<file path="src/hdl/pect_ram.sv">
// ----------------------------------------------------------------------------
// pect_ram
// Generic single-write, single-read RAM with registered read data.
// ----------------------------------------------------------------------------
module pect_ram #(
    parameter int WIDTH = 8,
    parameter int DEPTH = 32
) (
    input  logic                     i_clk,
    input  logic                     i_we,
    input  logic [$clog2(DEPTH)-1:0] i_waddr,
    input  logic [WIDTH-1:0]         i_wdata,
    input  logic                     i_re,
    input  logic [$clog2(DEPTH)-1:0] i_raddr,
    output logic [WIDTH-1:0]         o_rdata
);

    logic [WIDTH-1:0] r_mem [DEPTH];
    logic [WIDTH-1:0] r_rdata;

    always_ff @(posedge i_clk) begin
        if (i_we) begin
            r_mem[i_waddr] <= i_wdata;
        end
        if (i_re) begin
            r_rdata <= r_mem[i_raddr];
        end
    end

    assign o_rdata = r_rdata;

endmodule

</file>
<file path="config.mk">
export PLATFORM = sky130hd
export DESIGN_NAME = pect_ram
export DESIGN_NICKNAME = d
export VERILOG_FILES = /design/src/hdl/pect_ram.sv
export SDC_FILE = /design/constraint.sdc
export NUM_CORES = 1
export LEC_CHECK = 0
export ABC_CLOCK_PERIOD_IN_PS = 2600
export CAP_MARGIN = 10
export CORE_MARGIN = 2
export CORE_UTILIZATION = 55
export CTS_CLUSTER_DIAMETER = 150
export DETAILED_ROUTE_END_ITERATION = 12
export DONT_BUFFER_PORTS = 1
export HOLD_SLACK_MARGIN = 0.02
export PLACE_DENSITY = 0.79
export SYNTH_ARGS = -nofsm -noshare
export SYNTH_HDL_FRONTEND = slang
export SYNTH_SLANG_ARGS = --single-unit
</file>
<file path="constraint.sdc">
create_clock -name i_clk -period 2.6 [get_ports i_clk]
set_input_delay 0.39 -clock i_clk [delete_from_list [all_inputs] [get_ports i_clk]]
set_output_delay 0.39 -clock i_clk [all_outputs]
set_load 0.05 [all_outputs]
</file>
# --- Word level (Yosys, flattened, before mapping) ---
# Memory sizes are Yosys's and may differ from the RTL's. A register that Yosys moved wholly into a read port is not among the register bits.
# Cells that the tools add are included.
classes:
  n_mux: 2
ops:
  columns: ["cell", "n"]
  rows:
  - ["1-bit 2-to-1 mux", 2]
word_totals:
  ram_bits: 256
  mem_count: 1
  out_inout_bits: 8
  register_bits: 0
  in_bits: 21
  wordCells: 3
memory_table:
  columns: ["name", "words", "width", "read_ports", "rd_ports_with_merged_regs", "write_ports", "line_no", "text"]
  rows:
  - ["r_mem", 32, 8, 1, 1, 1, "18", "logic [WIDTH-1:0] r_mem [DEPTH];"]

# --- Logic depth before layout (Yosys ltp) ---
# Gate-level depths: netlist (run 1).
logic_depth:
  word_depth: 2
  depth_mapped: 5
  ltp_nobuf: 3

# --- Worst setup path before layout (run 1) ---
# Ideal clock, no wire load.
synth_timing:
  path_type: "in2reg"
  start: "input i_raddr[2]"
  end: "register r_rdata[0], in the netlist o_rdata[0], read port of r_mem (data pin)"
  setup_time_ps: 260
  cell_stages: 5
  path_buffers: 2
  required_time_ps: 2340
  path_slack_ps: 268
  arrival_time_ps: 2072
  cell_sequence: "clkbuf_1 clkbuf_1 mux4_2 mux4_2 mux2_2"
synth_rtl:
  columns: ["item", "line_no", "text"]
  rows:
  - ["from (decl)", "14", "input logic [$clog2(DEPTH)-1:0] i_raddr,"]
  - ["to (decl)", "19", "logic [WIDTH-1:0] r_rdata;"]

==> flow_summary.ini, run 1 <==
[routing]
drtIter0Drc = 694
routedWlPerCell_um = 30.71
vias = 4715
ant_nets = 0
drtPass1Iterations = 5
via_per_inst = 6.697
drc = 0
routed_wl_mm = 21.62

[synth]
synthCells = 417
synth_area_mm2 = 0.01013
ys_types = 14
synth-seq-cells = 264
yosysWarnings = 0
synth_nets = 438
avgSynthCellArea_um2 = 24.30
seq_area_frac_synth_pct = 78.23

[critical_path]
cpMaxStageDelayCell = mux4_2
cp_cell_sequence = mux4_2 > mux4_2 > mux2_2
path_delay_family = multiplexers
required_ns = 2.85
path_class = reg2reg
cp-startpoint = r_mem[21][5]
endpoint_kind = flip-flop
cp_slowest_stage_delay_ns = 0.53
cpMostUsedCell = mux4_2
path_buf_inv = 0
cp.arrival_ns = 2.26
r2r-start = r_mem[21][5]
cp_max_fo = 1
start_kind = flip-flop

[floorplan]
die_y_um = 139.7
die_x_um = 139.7
core_region_area_mm2 = 0.01802
num_rows = 49
start_util_pct = 56.22
io_pins = 29
die_area_mm2 = 0.01953

[sta]
worst_pin_slew_ns = 1.179
finalSetupViolCount = 0
hold_viol_final = 0
tns_ns = 0
fmax_ghz = 0.4981
grt_setup_unrepaired = false
final_max_slew_viol_count = 0
maxSlewHeadroom_pct = 21.12
skew_ns = 0.01770
timing.hold.ws_ns = 0.1049
period_needed_ns = 2.008
period_share_pct = 77.21

[cts]
htreeDepth = 1
cts_root_buffer = clkbuf_16
cts_buffer_depth = 3
cts_tree = yes
cts.sinks = 264
clk_pin_slew_ns = 0.06
clk_latency_ns = 0.52
cts_buffers = 24
cts_setup_buffers = 0

[worst_hold_path]
hold_path.class = in2reg
hold_start = i_raddr[3]

[final_layout]
final_design_area_no_fill_mm2 = 0.01136
mostFrequentLayoutCells = 264 x edfxtp_1, 80 x mux4_2, 33 x nor2_1
fin_util_pct = 63.03
final_common_cell = edfxtp_1
diodes = 0
syn2layout_area_growth_pct = 12.11
drive_above_1_share_pct = 33.26
finalNetCount = 481

[power_and_ir_drop]
leakage_nw = 3.548
finalPower_w = 0.008342
p_per_area_mw_per_mm2 = 734.3
ir_worst_vdd_mv = 0.5201

[global_routing]
grt_pass1_wl_mm = 31.86
grt_antenna_before_repair = 0
grt_pass1_vias = 4736
track_usage_pct = 22.77
grt_overflow = 0
grt_max_degree = 65

[run_status]
status = complete, no violations

[placement]
dp_hpwl_mm = 12.00
place.gp.congestion = 0.8028
port_buffers = 0
placed_cell_area_mm2 = 0.01052

[job]
cap_viol_max_count = 0
-- registers in the layout, indices dropped and copies added (netlist names) --
signal / flops
r_mem: 256
o_rdata: 8
-- routing by layer --
layer,up-vias,share of wire [%],GRT usage [%],wire [um]
li1,1864,-,-,-
met1,2487,36,31.87,7822
met2,331,50,37.25,10820
met3,33,11,4.818,2450
met4,0,2.4,6.316,526
met5,-,0,0,0
-- cell usage after synthesis --
master | number | area, um2
buf_6 | 1 | 11.26
clkbuf_1 | 6 | 22.52
nor2_1 | 33 | 123.9
or3b_2 | 3 | 26.28
nand2_1 | 1 | 3.750
edfxtp_1 | 264 | 7928
nand3_1 | 2 | 10.01
or3_1 | 1 | 6.260
buf_1 | 6 | 22.52
buf_2 | 1 | 5.000
mux2_2 | 8 | 90.09
buf_4 | 6 | 45.04
mux4_2 | 80 | 1802
nand3b_1 | 5 | 37.54
-- worst reg2reg max path, stage by stage, from the launching register on --
cell and delay, ns:
edfxtp_1 0.39, mux4_2 0.53, mux4_2 0.54, mux2_2 0.29
-- repair_timing --
| action | CTS | global route |
|---|---|---|
| resized for setup | 0 | 0 |
| endpoints found under the hold margin | 264 | 0 |
| hold buffers | 9 | 0 |
-- final timing paths --
kind	depth (start not counted)	to	slack, ns
max	3	o_rdata[5]	0.59
min	1	o_rdata[7]	0.10
max reg2reg	3	o_rdata[5]	0.59
min reg2reg	3	o_rdata[7]	0.99
-- layout make-up --
| type | instances | area, um2 |
|---|---|---|
| Clock buffer | 25 | 625.6 |
| Clock inverter | 16 | 71.32 |
| Fill cell | 1144 | 6664 |
| Multi-Input combinational cell | 133 | 2100 |
| Sequential cell | 264 | 7928 |
| Tap cell | 229 | 286.5 |
| Timing Repair Buffer | 37 | 350.3 |
-- logic make-up (layout without fill, tap and decap cells) --
family | count (synthesis) | after routing | synth area share (%)
buffers and inverters | 20 | 78 | 1.049
AND/OR/NAND/NOR | 45 | 45 | 2.050
multiplexers | 88 | 88 | 18.67
flip-flops | 264 | 264 | 78.23
-- per-stage QoR --
stage	setup WS (ns)	std cells
CTS	0.5828	704
global placement	0.6109	654
finish	0.5925	704
detailed placement	0.6002	654
floorplan	0.2683	417
global route	0.5846	704
-- report_power, final --
| part | leakage [nW] | switching, W | internal [W] |
|---|---|---|---|
| combinational | 0.809 | 0.000158 | 0.000187 |
| clock | 0.354 | 0.00145 | 0.00173 |
| sequential | 2.38 | 0.0000665 | 0.00475 |
Note: power is estimated with default switching activity, not from simulation.
==> inputs of run 2 (changes only) <==
--- a/config.mk
+++ b/config.mk
@@ -5,7 +5,7 @@
 export SDC_FILE = /design/constraint.sdc
 export NUM_CORES = 1
 export LEC_CHECK = 0
-export ABC_CLOCK_PERIOD_IN_PS = 2600
+export ABC_CLOCK_PERIOD_IN_PS = 1900
 export CAP_MARGIN = 10
 export CORE_MARGIN = 2
 export CORE_UTILIZATION = 55
==> constraint.sdc (replaced) <==
create_clock -name i_clk -period 1.9 [get_ports i_clk]
set_input_delay 0.285 -clock i_clk [delete_from_list [all_inputs] [get_ports i_clk]]
set_output_delay 0.285 -clock i_clk [all_outputs]
set_load 0.05 [all_outputs]
==> flow_summary.ini, run 2 (synthesis results as in run 1) <==
[run_status]
status = finished, violations left
failed_checks = negative setup slack

[critical_path]
cp-startpoint = r_mem[29][0]
ff2ff_path_depth = 3
required_ns = 2.16
cp_max_fo = 1
endpoint_kind = flip-flop
r2r-start = r_mem[29][0]
endpoint = o_rdata[0]
start_kind = flip-flop
r2r_slack_ns = -0.09
cp.arrival_ns = 2.25
rr_endpoint = o_rdata[0]
path_class = reg2reg

[cts]
postCtsHoldBufs = 9
cts_buffer_depth = 3
cts_buffers = 24
htreeDepth = 1
clk_latency_ns = 0.51
cts.sinks = 264
cts_root_buffer = clkbuf_16
cts_setup_buffers = 0
clk_pin_slew_ns = 0.06
cts_tree = yes

[sta]
setup_ws_ns = -0.09362
tns_ns = -0.3053
hold_viol_final = 0
fmax_ghz = 0.5016
maxSlewHeadroom_pct = 18.02
timing.hold.ws_ns = 0.008956
period_share_pct = 104.9
worst_pin_slew_ns = 1.226
period_needed_ns = 1.994
grt_setup_unrepaired = true
finalSetupViolCount = 8
skew_ns = 0.007255
final_max_slew_viol_count = 0

[power_and_ir_drop]
ir_worst_vdd_mv = 0.8080
pwr-share-seq_pct = 54.9
power.internal_w = 0.009697
power_frac_clock_pct = 40.9
p_comb_share_pct = 4.2
switchingPower_w = 0.002291
swShare_pct = 19.11
leakage_nw = 3.655
finalPower_w = 0.01199
p_per_area_mw_per_mm2 = 1038

[final_layout]
n_fill_cell = 1152
final_cells = 711
top_register = r_mem
finalNetCount = 486
multi_input_area_mm2 = 0.002126
seq_area_mm2 = 0.007928
largest_register_ffs = 256
mostFrequentLayoutCells = 264 x edfxtp_1, 80 x mux4_2, 33 x nor2_1
diodes = 0
drive_above_1_share_pct = 34.23
syn2layout_area_growth_pct = 14.01
final_common_cell = edfxtp_1

[routing]
routed.top_layer = met4
routed_wl_mm = 20.46
drc = 0
ant_nets = 0
wl_met2_mm = 9.753
met3_length_mm = 1.971
drtIter0Drc = 639
routedWlPerCell_um = 28.77
via_per_inst = 6.449
wl_met1_mm = 8.257
vias = 4585
drtPass1Iterations = 7

[global_routing]
grt_overflow = 0
track_usage_pct = 21.50
grt_max_degree = 65
grt_pass1_wl_mm = 30.71
grt_pass1_vias = 4768
grt_antenna_before_repair = 0

[placement]
port_buffers = 0
dp_hpwl_mm = 11.94
dp.cells = 658
place.gp.congestion = 0.7394

[floorplan]
io_pins = 29
num_rows = 49
core_region_area_mm2 = 0.01802
start_util_pct = 56.22
die_y_um = 139.7
die_area_mm2 = 0.01953
die_x_um = 139.7

[worst_hold_path]
hold_path.class = in2reg
hold_start = i_raddr[3]

[job]
cap_viol_max_count = 0
[run 2: cell types whose count changed in the layout (fill, tap and decap cells not counted)]
cell,delta
bufinv_16,+4
clkinvlp_4,+1
buf_8,+1
dlygate4sd3_1,-1
mux2_2,-7
buf_4,+4
buf_12,+1
clkinv_2,-4
clkbuf_1,+1
mux2_4,+7
[run 2: power by group through the flow]
stage | Sequential (W) | Combinational (W) | Clock, W
after global routing | 0.00659 | 0.000525 | 0.00517
after CTS | 0.00659 | 0.000494 | 0.00497
after detailed placement | 0.00671 | 0.000357 | 0
after floorplan | 0.00670 | 0.000373 | 0
final | 0.00658 | 0.000501 | 0.00490
after global placement | 0.00671 | 0.000351 | 0
[run 2: worst max-delay path: stages (launching register included)]
cell and delay [ns]:
edfxtp_1 0.37, mux4_2 0.53, mux4_2 0.56, mux2_4 0.28
[run 2: worst min path at each step]
stage	to	slack, ns	cells after the start
2_1_floorplan	r_mem[0][0]	0.38	0
3_3_place_gp	r_mem[20][6]	0.39	0
3_5_place_dp	r_mem[24][0]	0.39	0
4_1_cts	o_rdata[5]	-0.002	1
5_1_grt	o_rdata[5]	-0.001	1
6_report	o_rdata[5]	0.009	1
[run 2: layout make-up]
type,instances,area share [%]
tap,229,2.480
clock buffer,26,5.447
multi-input combinational,133,18.40
timing repair buffer,42,3.509
clock inverter,17,1.549
sequential,264,68.62
[run 2: what timing repair did]
| item | in CTS | in global routing |
|---|---|---|
| gates resized for setup | 5 | 2 |
| cloned | 0 | 0 |
| setup endpoints to repair | 8 | 8 |
| endpoints found under the hold margin | 271 | 8 |
[run 2: stage by stage]
stage | setup WS, ns | cell area [um2] | utilization (%)
after CTS | -0.07642 | 11530 | 63.97
after global placement | -0.02076 | 10550 | 58.55
final | -0.09362 | 11550 | 64.10
after detailed placement | -0.05412 | 10550 | 58.55
after floorplan | -0.1214 | 10240 | -
after global routing | -0.1119 | 11550 | 64.10
[run 2: per-layer routing]
layer | vias to the layer above | global-route usage (%)
met4 | 0 | 5.737
li1 | 1883 | -
met3 | 28 | 5.643
met2 | 241 | 33.43
met1 | 2433 | 31.11
met5 | - | 0
==> inputs of run 3 (changes only) <==
--- a/config.mk
+++ b/config.mk
@@ -5,6 +5,7 @@
 export SDC_FILE = /design/constraint.sdc
 export NUM_CORES = 1
 export LEC_CHECK = 0
+export ABC_AREA = 1
 export ABC_CLOCK_PERIOD_IN_PS = 1900
 export CAP_MARGIN = 10
 export CORE_MARGIN = 2
@@ -12,6 +13,7 @@
 export CTS_CLUSTER_DIAMETER = 150
 export DETAILED_ROUTE_END_ITERATION = 12
 export DONT_BUFFER_PORTS = 1
+export GPL_TIMING_DRIVEN = 0
 export HOLD_SLACK_MARGIN = 0.02
 export PLACE_DENSITY = 0.79
 export SYNTH_ARGS = -nofsm -noshare
==> flow_summary.ini, run 3 <==
[final_layout]
n_fill_cell = 1465
finalNetCount = 980
largest_register_ffs = 256
drive_above_1_share_pct = 9.100
top_register = r_mem
mostFrequentLayoutCells = 360 x nand2_1, 264 x edfxtp_1, 204 x nand3_1
syn2layout_area_growth_pct = 12.47
final_design_area_no_fill_mm2 = 0.01222
diodes = 0
final_common_cell = nand2_1
fin_util_pct = 63.00

[cts]
post_cts_resized = 0
cts.sinks = 264
cts_buffer_depth = 3
cts_root_buffer = clkbuf_16
htreeDepth = 1
clk_pin_slew_ns = 0.06
cts_setup_buffers = 0
clk_latency_ns = 0.54
cts_tree = yes
cts_buffers = 26
postCtsHoldBufs = 9

[sta]
period_share_pct = 77.69
grt_setup_unrepaired = false
skew_ns = 0.02294
final_max_slew_viol_count = 0
finalSetupViolCount = 0
worst_pin_slew_ns = 0.9848
hold_viol_final = 0
maxSlewHeadroom_pct = 34.10
period_needed_ns = 1.476
fmax_ghz = 0.6775

[synth]
synthArstFlopShare_pct = 0
synth_area_mm2 = 0.01087
yosysWarnings = 0
synthSimpleGateAreaFrac_pct = 22.94
seq_area_frac_synth_pct = 72.95
synth_adder_area_share_pct = 0
synth_top_family_by_area = simple AND/OR/NAND/NOR gates
synth_nets = 943
synth_top_cells_by_area = edfxtp_1 73%, nand2_1 12%, nand3_1 9.4%, buf_6 2.5%, nor2_1 1.1%
ys_types = 11
avgSynthCellArea_um2 = 11.79
synth-seq-cells = 264
synthMuxAreaShare_pct = 0
synth_top_area_cell = edfxtp_1
synthCells = 922
synth_edf_count = 264
yosysMostFrequentCell = nand2_1
yosys_most_used_dff = edfxtp_1
ys_top_cells_by_count = 360 x nand2_1, 264 x edfxtp_1, 204 x nand3_1, 32 x nor2_1, 24 x buf_6
synth_compound_gate_area_share_pct = 0
synth-xor-area-share_pct = 0
netlist.area_leader.share_pct = 72.95

[job]
cap_viol_max_count = 0

[run_status]
status = complete, no violations

[critical_path]
start_kind = input port
path_class = in2reg
endpoint_kind = flip-flop
cp_max_fo = 10
required_ns = 2.16
cp.arrival_ns = 1.74

[global_routing]
grt_pass1_vias = 6835
track_usage_pct = 26.25
grt_antenna_before_repair = 1
grt_overflow = 0
grt_max_degree = 33
grt_pass1_wl_mm = 39.98

[floorplan]
die_x_um = 144.6
num_rows = 51
core_region_area_mm2 = 0.01940
start_util_pct = 56.02
die_area_mm2 = 0.02090
die_y_um = 144.6
io_pins = 29

[power_and_ir_drop]
leakage_nw = 4.515
p_per_area_mw_per_mm2 = 1027
ir_worst_vdd_mv = 0.7645

[placement]
port_buffers = 0
dp_hpwl_mm = 16.76
place.gp.congestion = 1.005
placed_cell_area_mm2 = 0.01120

[routing]
drtPass1Iterations = 6
routed_wl_mm = 26.62
ant_nets = 0
drtIter0Drc = 1125
vias = 7192
drc = 0
via_per_inst = 5.786
routedWlPerCell_um = 21.42

[worst_hold_path]
hold_path.class = in2reg
[run 3: cell count changes after synthesis, moves of 3 or more]
cell,before,now
mux4_2,80,0
buf_1,6,2
or3b_2,3,0
nand3b_1,5,0
nand3_1,2,204
buf_6,1,24
mux2_2,8,0
nand2_1,1,360
buf_2,1,15
inv_1,0,8
[run 3: area by class of cell]
class | count | area (um2) | area share [%]
sequential | 264 | 7928 | 64.86
multi-input combinational | 596 | 2492 | 20.39
clock buffer | 31 | 669.4 | 5.477
buffer | 52 | 409.1 | 3.348
tap | 265 | 331.6 | 2.713
clock inverter | 16 | 183.9 | 1.505
timing repair buffer | 9 | 170.2 | 1.392
inverter | 10 | 37.54 | 0.3071
[run 3: cell families after synthesis]
| logic type | count (synthesis) |
|---|---|
| buf+inv | 62 |
| flops | 264 |
| simple gates | 596 |
[run 3: power by group]
part / internal [W] / switching (W)
clock: 0.00305 / 0.00210
sequential: 0.00650 / 0.0000730
combinational: 0.000249 / 0.000585
[run 3: worst paths after layout]
check          startpoint           to  slack, ns  depth (start not counted)
max reg2reg   r_mem[5][7]   o_rdata[7]       0.49                          8
max            i_raddr[1]   o_rdata[1]       0.42                          9
min reg2reg  r_mem[16][7]   o_rdata[7]       0.92                          8
min            i_wdata[0]  r_mem[8][0]       0.04                          1
[run 3: stage by stage]
stage          power (W)  setup TNS [ns]  instances  hold slack (ns)  setup slack, ns
3_5_place_dp    0.007368         -0.3395       1187           0.3853         -0.06456
2_1_floorplan   0.007159               0        922           0.3839           0.5810
4_1_cts          0.01257               0       1243          0.03664           0.4343
3_3_place_gp    0.007352         -0.1823       1187           0.3861         -0.04879
5_1_grt          0.01289               0       1243          0.04134           0.3246
6_report         0.01255               0       1243          0.03855           0.4239
[run 3: critical path, stage by stage]
cell and delay (ns):
inv_2 0.19, clkbuf_1 0.49, nand3_1 0.21, nand3_1 0.17, nand2_1 0.11, nand2_1 0.07, nand2_1 0.06, nand2_1 0.07
nand2_1 0.09
[run 3: per-layer routing]
layer | track usage [%] | wire (um) | vias up | part of all wire [%]
li1 | - | - | 3288 | -
met1 | 38.08 | 10600 | 3401 | 40
met2 | 40.81 | 12460 | 439 | 47
met3 | 4.272 | 2779 | 62 | 10
met4 | 9.096 | 775 | 2 | 2.9
met5 | 0 | 13 | - | 0.049
